### config.mk
export PLATFORM = sky130hd
export DESIGN_NAME = sliding_window_throughput_meter_top
export DESIGN_NICKNAME = d
export VERILOG_FILES = /design/src/rtl/core/swtm_pkg.sv /design/src/rtl/core/swtm_ctrl.sv /design/src/rtl/core/swtm_dp.sv /design/src/rtl/core/sliding_window_throughput_meter_top.sv
export VERILOG_INCLUDE_DIRS = /design/src /design/src/rtl/core
export SDC_FILE = /design/constraint.sdc
export NUM_CORES = 2
export LEC_CHECK = 0
export BUFFER_PORTS_ARGS = -buffer_cell sky130_fd_sc_hd__buf_4
export CORE_MARGIN = 5
export CORE_UTILIZATION = 56
export CTS_CLUSTER_SIZE = 24
export DETAILED_ROUTE_END_ITERATION = 12
export GPL_ROUTABILITY_DRIVEN = 0
export PLACE_DENSITY_LB_ADDON = 0.2
export RECOVER_POWER = 100
export SLEW_MARGIN = 20
export SYNTH_ARGS = -nofsm -noshare
export SYNTH_HDL_FRONTEND = slang
export SYNTH_SLANG_ARGS = --single-unit
export TNS_END_PERCENT = 30
### constraint.sdc
create_clock -name clk -period 10.4 [get_ports clk]
set_clock_uncertainty 0.05 [all_clocks]
set_input_delay 2.08 -clock clk [delete_from_list [all_inputs] [get_ports clk]]
set_output_delay 2.08 -clock clk [all_outputs]
set_load 0.01 [all_outputs]
### src/rtl/core/sliding_window_throughput_meter_top_assert.svh
// ----------------------------------------------------------------------------
// sliding window throughput meter assertion macros
// shared property shapes, clocked on clk and disabled while rst_n is low
// ----------------------------------------------------------------------------
`ifndef SLIDING_WINDOW_THROUGHPUT_METER_TOP_ASSERT_SVH
`define SLIDING_WINDOW_THROUGHPUT_METER_TOP_ASSERT_SVH

// same-cycle implication
`define SWTM_ASSERT_NOW(lbl, ante, cons, msg) \
  lbl: assert property (@(posedge clk) disable iff (!rst_n) (ante) |-> (cons)) \
    else $error(msg);

// next-cycle implication
`define SWTM_ASSERT_NEXT(lbl, ante, cons, msg) \
  lbl: assert property (@(posedge clk) disable iff (!rst_n) (ante) |=> (cons)) \
    else $error(msg);

`endif

### src/rtl/core/swtm_pkg.sv
// ----------------------------------------------------------------------------
// swtm_pkg
// shared types and constants of the sliding window throughput meter
// ----------------------------------------------------------------------------
package swtm_pkg;

  localparam int DATA_W     = 48;
  localparam int ACT_W      = 3;
  localparam int CFG_W      = 16;
  localparam int PROD_W     = 58;  // 48-bit gain times 1000
  localparam int DCNT_W     = $clog2(PROD_W);
  localparam int WINDOW_DEF = 8;

  localparam logic [CFG_W-1:0]  MIN_INTERVAL_RST = 16'd900;
  localparam logic [9:0]        SPEED_SCALE      = 10'd1000;
  localparam logic [DATA_W-1:0] MAX_SPEED        = {DATA_W{1'b1}};

  // event codes
  localparam logic [ACT_W-1:0] ACT_TICK     = 3'd0;
  localparam logic [ACT_W-1:0] ACT_START    = 3'd1;
  localparam logic [ACT_W-1:0] ACT_PROGRESS = 3'd2;
  localparam logic [ACT_W-1:0] ACT_OFFSET   = 3'd3;
  localparam logic [ACT_W-1:0] ACT_FINISH   = 3'd4;
  localparam logic [ACT_W-1:0] ACT_PEER     = 3'd5;
  localparam logic [ACT_W-1:0] ACT_RESUME   = 3'd6;

  typedef struct packed {
    logic cap;       // capture input transaction
    logic apply;     // execute non-tick event
    logic elapsed;   // elapsed time and current bytes
    logic check;     // distance to last sample
    logic commit;    // take the sample into the window
    logic rd;        // read oldest sample
    logic prep;      // gain, span and zero test
    logic mul;       // scale gain, init divider
    logic div_step;  // one quotient bit
    logic fin;       // saturate, restart window on zero
    logic load_out;  // fill output register
  } swtm_cmd_t;

  typedef struct packed {
    logic [ACT_W-1:0] action;
    logic             ok1;
    logic             ok2;
    logic             zero;
    logic             div_last;
    logic             out_free;
  } swtm_stat_t;

endpackage

### src/rtl/core/swtm_ctrl.sv
// ----------------------------------------------------------------------------
// swtm_ctrl
// sequencer for one event at a time: decode, sample checks, divide, emit
// ----------------------------------------------------------------------------
module swtm_ctrl
  import swtm_pkg::*;
(
  input  logic       clk,
  input  logic       rst_n,
  input  logic       in_tvalid,
  output logic       in_tready,
  input  swtm_stat_t stat,
  output swtm_cmd_t  cmd
);

  localparam logic [3:0] S_IDLE   = 4'd0;
  localparam logic [3:0] S_DECODE = 4'd1;
  localparam logic [3:0] S_CHECK  = 4'd2;
  localparam logic [3:0] S_CHECK2 = 4'd3;
  localparam logic [3:0] S_READ   = 4'd4;
  localparam logic [3:0] S_PREP   = 4'd5;
  localparam logic [3:0] S_MUL    = 4'd6;
  localparam logic [3:0] S_DIV    = 4'd7;
  localparam logic [3:0] S_FIN    = 4'd8;
  localparam logic [3:0] S_EMIT   = 4'd9;

  logic [3:0] state_r, state_nxt;

  assign in_tready = (state_r == S_IDLE);

  always_comb begin
    cmd       = '0;
    state_nxt = state_r;
    case (state_r)
      S_IDLE: begin
        if (in_tvalid) begin
          cmd.cap   = 1'b1;
          state_nxt = S_DECODE;
        end
      end
      S_DECODE: begin
        if (stat.action == ACT_TICK) begin
          cmd.elapsed = 1'b1;
          state_nxt   = S_CHECK;
        end else begin
          cmd.apply = 1'b1;
          state_nxt = (stat.action == ACT_PEER) ? S_EMIT : S_IDLE;
        end
      end
      S_CHECK: begin
        if (stat.ok1) begin
          cmd.check = 1'b1;
          state_nxt = S_CHECK2;
        end else begin
          state_nxt = S_IDLE;
        end
      end
      S_CHECK2: begin
        if (stat.ok2) begin
          cmd.commit = 1'b1;
          state_nxt  = S_READ;
        end else begin
          state_nxt = S_IDLE;
        end
      end
      S_READ: begin
        cmd.rd    = 1'b1;
        state_nxt = S_PREP;
      end
      S_PREP: begin
        cmd.prep  = 1'b1;
        state_nxt = S_MUL;
      end
      S_MUL: begin
        if (stat.zero) begin
          state_nxt = S_FIN;
        end else begin
          cmd.mul   = 1'b1;
          state_nxt = S_DIV;
        end
      end
      S_DIV: begin
        cmd.div_step = 1'b1;
        if (stat.div_last) state_nxt = S_FIN;
      end
      S_FIN: begin
        cmd.fin   = 1'b1;
        state_nxt = S_EMIT;
      end
      S_EMIT: begin
        if (stat.out_free) begin
          cmd.load_out = 1'b1;
          state_nxt    = S_IDLE;
        end
      end
      default: begin
        state_nxt = S_IDLE;
      end
    endcase
  end

  always_ff @(posedge clk) begin
    if (!rst_n) state_r <= S_IDLE;
    else        state_r <= state_nxt;
  end

endmodule

### src/rtl/core/swtm_dp.sv
// ----------------------------------------------------------------------------
// swtm_dp
// meter state, circular sample window, restoring divider, output register
// ----------------------------------------------------------------------------
module swtm_dp
  import swtm_pkg::*;
#(
  parameter int WINDOW = WINDOW_DEF
) (
  input  logic                  clk,
  input  logic                  rst_n,
  input  swtm_cmd_t             cmd,
  output swtm_stat_t            stat,
  input  logic [2*DATA_W-1:0]   in_tdata,
  input  logic [ACT_W-1:0]      in_tuser,
  input  logic                  cfg_valid,
  input  logic [CFG_W-1:0]      cfg_data,
  output logic                  out_tvalid,
  input  logic                  out_tready,
  output logic [DATA_W-1:0]     out_tdata,
  output logic                  out_tuser
);

  localparam int IDX_W = $clog2(WINDOW);
  localparam int CNT_W = $clog2(WINDOW + 1);

  // captured transaction
  logic [ACT_W-1:0]  action_r;
  logic [DATA_W-1:0] now_r, value_r;

  // meter state
  logic              running_r;
  logic [DATA_W-1:0] start_r, last_r, bytes_r, base_r;
  logic [CFG_W-1:0]  min_r;
  logic [IDX_W-1:0]  head_r, newest_r;
  logic [CNT_W-1:0]  cnt_r;

  // sample store {bytes, time}
  logic [2*DATA_W-1:0] sample_mem [WINDOW];
  logic [2*DATA_W-1:0] old_r;

  // work registers
  logic [DATA_W-1:0] elapsed_r, cur_r, diff_r, gain_r, span_r, rem_r, speed_r;
  logic              ok1_r, ge_r, zero_r;
  logic [PROD_W-1:0] dq_r;
  logic [DCNT_W-1:0] dcnt_r;
  logic              out_valid_r, out_peer_r;
  logic [DATA_W-1:0] out_data_r;

  // window bookkeeping for a new sample
  logic              full;
  logic [IDX_W-1:0]  head_adv, wr_idx;
  logic [CNT_W-1:0]  cnt_eff;
  logic [IDX_W:0]    wr_sum;

  always_comb begin
    full     = (cnt_r >= CNT_W'(WINDOW));
    head_adv = head_r;
    if (full) head_adv = (head_r == IDX_W'(WINDOW - 1)) ? '0 : head_r + 1'b1;
    cnt_eff  = full ? CNT_W'(WINDOW - 1) : cnt_r;
    wr_sum   = (IDX_W+1)'(head_adv) + (IDX_W+1)'(cnt_eff);
    if (wr_sum >= (IDX_W+1)'(WINDOW)) wr_sum = wr_sum - (IDX_W+1)'(WINDOW);
    wr_idx   = wr_sum[IDX_W-1:0];
  end

  // divider step
  logic [DATA_W:0]   trial;
  logic              q_bit;
  logic [DATA_W:0]   trial_sub;

  always_comb begin
    trial     = {rem_r, dq_r[PROD_W-1]};
    q_bit     = (trial >= {1'b0, span_r});
    trial_sub = trial - {1'b0, span_r};
  end

  // final speed
  logic [DATA_W-1:0] spd;
  always_comb begin
    if (zero_r)                           spd = '0;
    else if (dq_r > PROD_W'(MAX_SPEED))   spd = MAX_SPEED;
    else                                  spd = dq_r[DATA_W-1:0];
  end

  assign stat.action   = action_r;
  assign stat.ok1      = ok1_r;
  assign stat.ok2      = ge_r && (diff_r >= DATA_W'(min_r));
  assign stat.zero     = zero_r;
  assign stat.div_last = (dcnt_r == DCNT_W'(PROD_W - 1));
  assign stat.out_free = !out_valid_r || out_tready;

  assign out_tvalid = out_valid_r;
  assign out_tdata  = out_data_r;
  assign out_tuser  = out_peer_r;

  // control state
  always_ff @(posedge clk) begin
    if (!rst_n) begin
      running_r   <= 1'b0;
      start_r     <= '0;
      last_r      <= '0;
      bytes_r     <= '0;
      base_r      <= '0;
      min_r       <= MIN_INTERVAL_RST;
      head_r      <= '0;
      cnt_r       <= '0;
      out_valid_r <= 1'b0;
    end else begin
      if (cfg_valid) min_r <= cfg_data;
      if (cmd.apply) begin
        case (action_r)
          ACT_START: begin
            start_r   <= now_r;
            last_r    <= '0;
            bytes_r   <= base_r;
            head_r    <= '0;
            cnt_r     <= CNT_W'(1);
            running_r <= 1'b1;
          end
          ACT_PROGRESS: bytes_r <= value_r;
          ACT_OFFSET:   base_r  <= value_r;
          ACT_FINISH: begin
            base_r    <= '0;
            running_r <= 1'b0;
          end
          ACT_PEER:     running_r <= 1'b0;
          ACT_RESUME:   bytes_r <= base_r;
          default: ;
        endcase
      end
      if (cmd.commit) begin
        last_r <= elapsed_r;
        head_r <= head_adv;
        cnt_r  <= cnt_eff + 1'b1;
      end
      if (cmd.fin && (spd == '0)) begin
        // zero speed: window restarts at the newest sample
        head_r <= newest_r;
        cnt_r  <= CNT_W'(1);
      end
      if (cmd.load_out)  out_valid_r <= 1'b1;
      else if (out_tready) out_valid_r <= 1'b0;
    end
  end

  // sample memory
  always_ff @(posedge clk) begin
    if (cmd.apply && (action_r == ACT_START)) sample_mem[0] <= '0;
    else if (cmd.commit) sample_mem[wr_idx] <= {cur_r, elapsed_r};
    if (cmd.rd) old_r <= sample_mem[head_r];
  end

  // payload and work registers
  always_ff @(posedge clk) begin
    if (cmd.cap) begin
      action_r <= in_tuser;
      now_r    <= in_tdata[DATA_W-1:0];
      value_r  <= in_tdata[2*DATA_W-1:DATA_W];
    end
    if (cmd.elapsed) begin
      elapsed_r <= now_r - start_r;
      ok1_r     <= running_r && (now_r >= start_r);
      cur_r     <= (bytes_r >= base_r) ? bytes_r - base_r : '0;
    end
    if (cmd.check) begin
      diff_r <= elapsed_r - last_r;
      ge_r   <= (elapsed_r >= last_r);
    end
    if (cmd.commit) newest_r <= wr_idx;
    if (cmd.prep) begin
      zero_r <= (cur_r < old_r[2*DATA_W-1:DATA_W]) || (elapsed_r <= old_r[DATA_W-1:0]);
      gain_r <= cur_r - old_r[2*DATA_W-1:DATA_W];
      span_r <= elapsed_r - old_r[DATA_W-1:0];
    end
    if (cmd.mul) begin
      dq_r   <= PROD_W'(gain_r) * PROD_W'(SPEED_SCALE);
      rem_r  <= '0;
      dcnt_r <= '0;
    end else if (cmd.div_step) begin
      dq_r   <= {dq_r[PROD_W-2:0], q_bit};
      rem_r  <= q_bit ? trial_sub[DATA_W-1:0] : trial[DATA_W-1:0];
      dcnt_r <= dcnt_r + 1'b1;
    end
    if (cmd.fin) speed_r <= spd;
    if (cmd.load_out) begin
      out_peer_r <= (action_r == ACT_PEER);
      out_data_r <= (action_r == ACT_PEER) ? value_r : speed_r;
    end
  end

`include "sliding_window_throughput_meter_top_assert.svh"

  `SWTM_ASSERT_NOW(a_cnt_range, 1'b1, cnt_r <= CNT_W'(WINDOW), "sample count beyond window")
  `SWTM_ASSERT_NOW(a_head_range, 1'b1, head_r <= IDX_W'(WINDOW - 1), "head out of range")
  `SWTM_ASSERT_NOW(a_run_cnt, running_r, cnt_r != '0, "running with empty window")
  `SWTM_ASSERT_NEXT(a_commit_two, cmd.commit, cnt_r >= CNT_W'(2), "commit left under two samples")

endmodule

### src/rtl/core/sliding_window_throughput_meter_top.sv
// result: a sampling tick that takes a sample produces its speed through the 58-step bit-serial
//   divider, which a zero window test skips; a peer event emits its speed without the divider
// throughput: one event at a time; the next event is accepted only once the current one is
//   through, including the emit of its result, which waits for a free output register
// reset: synchronous active-low rst_n clears state; the sample store is not cleared
// ----------------------------------------------------------------------------
// sliding_window_throughput_meter_top
// transfer speed over a sliding window of time/byte samples, in bytes per second
// ----------------------------------------------------------------------------
module sliding_window_throughput_meter_top
  import swtm_pkg::*;
#(
  parameter int WINDOW = WINDOW_DEF  // samples held in the window, 2 to 64
) (
  input  logic                clk,
  input  logic                rst_n,
  // input events
  input  logic                in_tvalid,
  output logic                in_tready,
  input  logic [2*DATA_W-1:0] in_tdata,   // [47:0] now_ms, [95:48] value
  input  logic [ACT_W-1:0]    in_tuser,   // [2:0] action
  // min_interval_ms register write
  input  logic                cfg_valid,
  output logic                cfg_ready,
  input  logic [CFG_W-1:0]    cfg_data,
  // results
  output logic                out_tvalid,
  input  logic                out_tready,
  output logic [DATA_W-1:0]   out_tdata,  // [47:0] speed
  output logic                out_tuser   // [0] speed_from_peer
);

  swtm_cmd_t  cmd;
  swtm_stat_t stat;

  // register writes are always accepted and land in the next cycle
  assign cfg_ready = 1'b1;

  // sequencer: one transaction in flight, output register decouples the result side
  swtm_ctrl u_ctrl (
    .clk       (clk),
    .rst_n     (rst_n),
    .in_tvalid (in_tvalid),
    .in_tready (in_tready),
    .stat      (stat),
    .cmd       (cmd)
  );

  // datapath: state registers, circular window store, divider, output stage
  swtm_dp #(
    .WINDOW (WINDOW)
  ) u_dp (
    .clk        (clk),
    .rst_n      (rst_n),
    .cmd        (cmd),
    .stat       (stat),
    .in_tdata   (in_tdata),
    .in_tuser   (in_tuser),
    .cfg_valid  (cfg_valid),
    .cfg_data   (cfg_data),
    .out_tvalid (out_tvalid),
    .out_tready (out_tready),
    .out_tdata  (out_tdata),
    .out_tuser  (out_tuser)
  );

endmodule

# --- Word level (Yosys, flattened, before mapping) ---
# Memories as Yosys holds them, arrays and structs flattened. A register that Yosys moved wholly into a read port is not among the register bits.
# Cells that the tools add are included.
totals:
  romBits: 0
  in_bits: 120
  latchBits: 0
  ramBits: 768
  regBits: 775
  n_memories: 1
  word_cells: 164
  out_inout_bits: 52
memory_table:
  columns: ["memory", "words", "word_bits", "rd", "rd_ports_with_merged_regs", "write_ports", "line_no", "source"]
  rows:
  - ["u_dp.sample_mem", 8, 96, 1, 1, 1, "swtm_dp.sv:39", "logic [2*DATA_W-1:0] sample_mem [WINDOW];"]
classes:
  div_mod_pow: 0
  magnitude_cmp: 10
  bitwise: 1
  muxes: 60
  eq_ne: 20
  addsub: 11
  mul: 1
  n_shift: 0
  n_reduce_logical: 30
op_table:
  columns: ["op", "count"]
  rows:
  - ["two-way mux 48 bit", 7]
  - ["subtractor 48 bit", 6]
  - ["one-hot mux 48 bit (2 select lines)", 2]
  - [">= comparator 48 bit", 3]
  - ["two-way mux 58 bit", 2]
  - ["two-way mux 96 bit", 1]
  - ["OR reduction 96 bit", 1]
  - ["greater-than comparator 58 x 48 -> 1 bit (second input constant)", 1]
  - ["multiplier 48 x 7 -> 55 bit (second input constant)", 1]
  - [">= comparator 49 x 48 -> 1 bit", 1]
  - [">= comparator 48 x 16 -> 1 bit", 1]
  - ["less-or-equal comparator 48 bit", 1]
  - ["logical NOT 48 bit", 1]
  - ["less-than comparator 48 bit", 1]
  - ["two-way mux 4 bit", 10]
  - ["one-hot mux 4 bit (10 select lines)", 1]
  - ["two-way mux 3 bit", 9]
  - ["two-way mux 1 bit", 25]
  - ["== test 4 x 3 -> 1 bit (second input constant)", 4]
  - ["nonzero test 2 bit", 7]
  - ["== test 3 bit (second input constant)", 4]
  - ["AND reduction 2 bit", 6]
  - ["== test 4 x 2 -> 1 bit (second input constant)", 2]
  - ["== test 4 bit (second input constant)", 2]
  - ["22 further kinds", 34]

# --- Logic depth before layout (Yosys ltp) ---
logic_depth:
  ltp_word: 9
  depth_mapped: 21
  depth_no_buf: 20

# --- Hierarchy ---
# A second synthesis with hierarchy kept.
hier_totals:
  hier_cells: 7012
  hier_area_um2: 85509.5
by_module_without_submodules:
  columns: ["module", "instances", "cells_each", "seq_area_each_um2", "area_each_um2"]
  rows:
  - ["swtm_dp", 1, 6949, 46354.5, 85061.6]
  - ["swtm_ctrl", 1, 61, 80.1, 436.7]
  - ["sliding_window_throughput_meter_top", 1, 2, 0.0, 11.3]

# --- Worst setup path before layout ---
# OpenSTA, ideal clock, no wires.
synth_timing:
  path_type: "reg2reg"
  start: "reg u_ctrl.state_r[2]"
  end: "reg u_dp.cur_r[0], enable pin"
  required_ps: 9556
  path_stages_with_launch: 5
  path_buffers: 1
  synth_period_minus_slack_ps: 10894
  setup_ps: 794
  arrival_ps: 10050
  path_slack_ps: -494
  cell_sequence: "dfxtp_1 clkbuf_1 nor2_1 nand2_1 nor4_1"
synth_lines:
  columns: ["element", "line_no", "source"]
  rows:
  - ["from (decl)", "swtm_ctrl.sv:27", "logic [3:0] state_r, state_nxt;"]
  - ["from (signal assigned)", "swtm_ctrl.sv:104", "else state_r <= state_nxt;"]
  - ["to (signal assigned)", "swtm_dp.sv:163", "cur_r <= (bytes_r >= base_r) ? bytes_r - base_r : '0;"]
  - ["to (decl)", "swtm_dp.sv:43", "logic [DATA_W-1:0] elapsed_r, cur_r, diff_r, gain_r, span_r, rem_r, speed_r;"]

# --- Worst setup path after layout ---
layout_timing:
  start: "reg u_ctrl.state_r[0]"
  end: "reg u_dp.last_r[0]"
layout_via:
  elab_chain_len: 4
  elab_cells_between_ends: 8
  cone_classes: "eq/ne: 2; mux: 3; reduce/logical: 3"
layout_lines:
  columns: ["element", "line_no", "source"]
  rows:
  - ["== test 4 x 2 -> 1 bit / == test 4 x 1 -> 1 bit (equally long branches)", "swtm_ctrl.sv:34", "case (state_r)"]
  - ["two-way mux 1 bit / two-way mux 2 bit (equally long branches)", "swtm_ctrl.sv:34", null]
  - ["nonzero test 2 bit (no line)", null, null]
  - ["AND reduction 2 bit (no line)", null, null]
  - ["to (signal assigned)", "swtm_dp.sv:132", "last_r <= elapsed_r;"]
  - ["to (decl)", "swtm_dp.sv:33", "logic [DATA_W-1:0] start_r, last_r, bytes_r, base_r;"]
# Parallel ways exist; a longest one is shown, timed or not.
# A chain may end at the register's enable or synchronous reset.

==> results.md <==
- Hold Startpoint: u_dp.start_r[35]
- Fin nets: between 7k and 8k
- Clk root buf: clkbuf_16
- Maxcap violations: 34
- DRC errors left: 0
- Crit Path Category: reg2reg
- Violated checks: max-capacitance violations, max-slew violations
- Drt first pass iters: 5
- IO Port Bufs: 170
- CP startpoint kind: flop
- Core area: 150000 um^2
- Max clock buf depth: 3
- Mean Syn Cell Area: 12.4 um^2
- Die ar.: around 160000 um^2
- # hold bufs at CTS: 0
- Boundary Pins: approximately 170
- Worst Setup End Kind: flop
- Vias in the first global route: about 54k
- Cell Area, Synth: ~84000 um^2
- First-pass GRT wire length: 317000 um
- Final Non-Filler Cells: 9083
- Min Clock Period, post-route: around 8 ns
- Routed Antenna Nets: 0
- RSZ-0062 raised after global routing: no
- Biggest register: u_dp.sample_mem
- CP cell instances: nor2b_1 > nand3_1 > or4_1 > o21ai_4 > clkbuf_1 > clkbuf_1 > and2_1 > a21oi_1 > nor2_1
- Pleak: 33.2 nW
- Top-count cell post-synth: edfxtp_1
- Worst EP required: 10.98 ns
- Register area share after synthesis: roughly 55%
- Asr flop ratio synth: 0%
- Final Hold Vio Count: 0
- Final core utilization: 62.2%
- Post-DP HPWL: around 140000 um
- CTS tree: done
- H-tree level count: 4
- Initial antenna violation count: 6
- Largest net degree at the start of global routing: 161
- DIE HEIGHT: roughly 400 um
- Status: finished, violations left
- Post-CTS setup buffer count: 0
- Wire per inst: ~22 um
- Area contributors post-synth: edfxtp_1, dfxtp_1, ha_1
- Flops & latches, synth: ~1.6k
- Initial DRC Count: around 4.4k
- Initial Util: a little under three fifths
- Clk_lat worst skew: between 0.7 and 0.8 ns
- Die span in x: roughly 400 um
- Synth area leader: edfxtp_1
- Clk slew on worst S/H paths: ~0.06 ns
- Hold WC Path Type: reg2reg
- Placed Cells: between 8k and 9k
- Maximum clock frequency: between 0.1 and 0.15 GHz
- Worst-path cell with the longest stage delay: clkbuf_1
- CP Launch Point: u_ctrl.state_r[0]
- Synth Net Count: between 7k and 8k
- Clock sinks: between 1.5k and 2k
- Crit share post-route: between 70% and 80%
- CTS buffer count: 169
- Gr ovfl total: 0
- Layout cells sized above 1: between 10% and 20%
- Area grow syn2layout: 10.7%
- Synth warn: 0
- Tightest Pin Transition: about 4.0 ns
- Crit-path max cell delay: ~3 ns
- Vias per cell: ~6.0
- Number of flops mapped to enable cells by yosys: 1361
- Largest regs: u_dp.sample_mem: 768 flops, u_dp.old_r: 96 flops, u_dp.dq_r: 58 flops
- Final WS setup: 2.19 ns
- Critical path's most frequent cell: clkbuf_1
- Pwr dens: ~160 nW/um^2
- Max reg flops: ~770
- Crit-path max FO: 65
- Tot GR Track Use: roughly a quarter
- # resized after CTS: 0
- Endpoints failing setup: 0
- Slew Viols, Final: 1818
- Slew headroom: -166%
- Maximum vdd drop: ~0.00016 V
- Drt total wl: 204000 um
- Synth top area share: between 40% and 50%
- Arr. time, crit path: 8.79 ns
- Netlist cell types: 95
- Post-synth top cells: edfxtp_1, inv_1, a21oi_1
- Via count: 54.1k
- Cell Rows: roughly 140
- RR Startpoint: u_ctrl.state_r[0]
- Primary FF master, synth: edfxtp_1
- Place WS: roughly 4.4 ns
- Syn Inst Count: approximately 6.8k
## path summary, 6_finish.rpt
| check | slack (ns) | to | depth (start not counted) |
|---|---|---|---|
| worst max-delay path | 2.19 | u_dp.last_r[0] | 9 |
| worst min-delay path | 0.40 | u_dp.start_r[35] | 2 |
| worst max register to register | 2.19 | u_dp.last_r[0] | 9 |
| worst min register to register | 0.40 | u_dp.start_r[35] | 2 |
## worst max-delay path, delay by kind of cell (launching register included)
kind            cells  cell delay [ns]
compound gates      2             0.24
simple gates        5             2.21
buf+inv             2             4.96
flops               1             0.56
## kinds of logic (layout without fill, tap and decap cells)
logic type / after synthesis / after routing / synth area share, %
compound gates: 1466 / 1466 / 10.9
xor+xnor: 295 / 295 / 3.07
fa+ha+maj: 616 / 616 / 10.9
buf+inv: 893 / 1191 / 4.05
flops: 1639 / 1639 / 55.2
mux: 380 / 380 / 7.61
other cells: 1 / 2 / 0.00446
simple gates: 1478 / 1478 / 8.29
## report_power, final
group	switching (mW)	internal [mW]	total [mW]	leakage, nW
clock network	2.56	3.84	6.41	2.86
logic	0.915	0.495	1.41	16.3
registers	0.0741	7.21	7.28	14.0
total	3.55	11.5	15.1	33.2
## layer usage
metal  GRT usage (%)  up-vias  share of wire [%]
met3            3.33      362                6.0
li1                -    25000                  -
met5               0        -              0.016
met4            9.67        4                4.1
met1            34.4    27000                 41
met2            43.8     1702                 49
## metrics by stage
stage	hold slack (ns)	area (um^2)	TNS (ns)	power, mW
floorplan	0.382	84100	-17.08	8.29
global placement	0.391	87600	0	8.81
detailed placement	0.396	87700	0	8.83
CTS	0.405	93600	0	15.2
global route	0.423	93100	0	15.6
finish	0.401	93100	0	15.1
## cells in the final DEF (no fill, tap or decap), drive strengths merged, types with 58 or more instances in the layout
cell,count
inv,650
ha,427
a21o,202
xnor2,181
nor2,406
nand4,58
fa,189
edfxtp,1361
nand2,460
xor2,114
clkbuf,408
a21oi,557
nand3,123
dfxtp,278
and2,116
mux4,192
o21ai,295
mux2,151
nand2b,68
## final cells by class
type,count,area [um^2]
timing repair buffer,236,1480
multi-input combinational,4236,34300
clock inverter,92,1240
clock buffer,220,4660
sequential,1639,46400
antenna,1,2.50
inverter,643,2410
fill,11500,56500
tap,2016,2520
No activity file was read; power rests on OpenSTA's default activity.
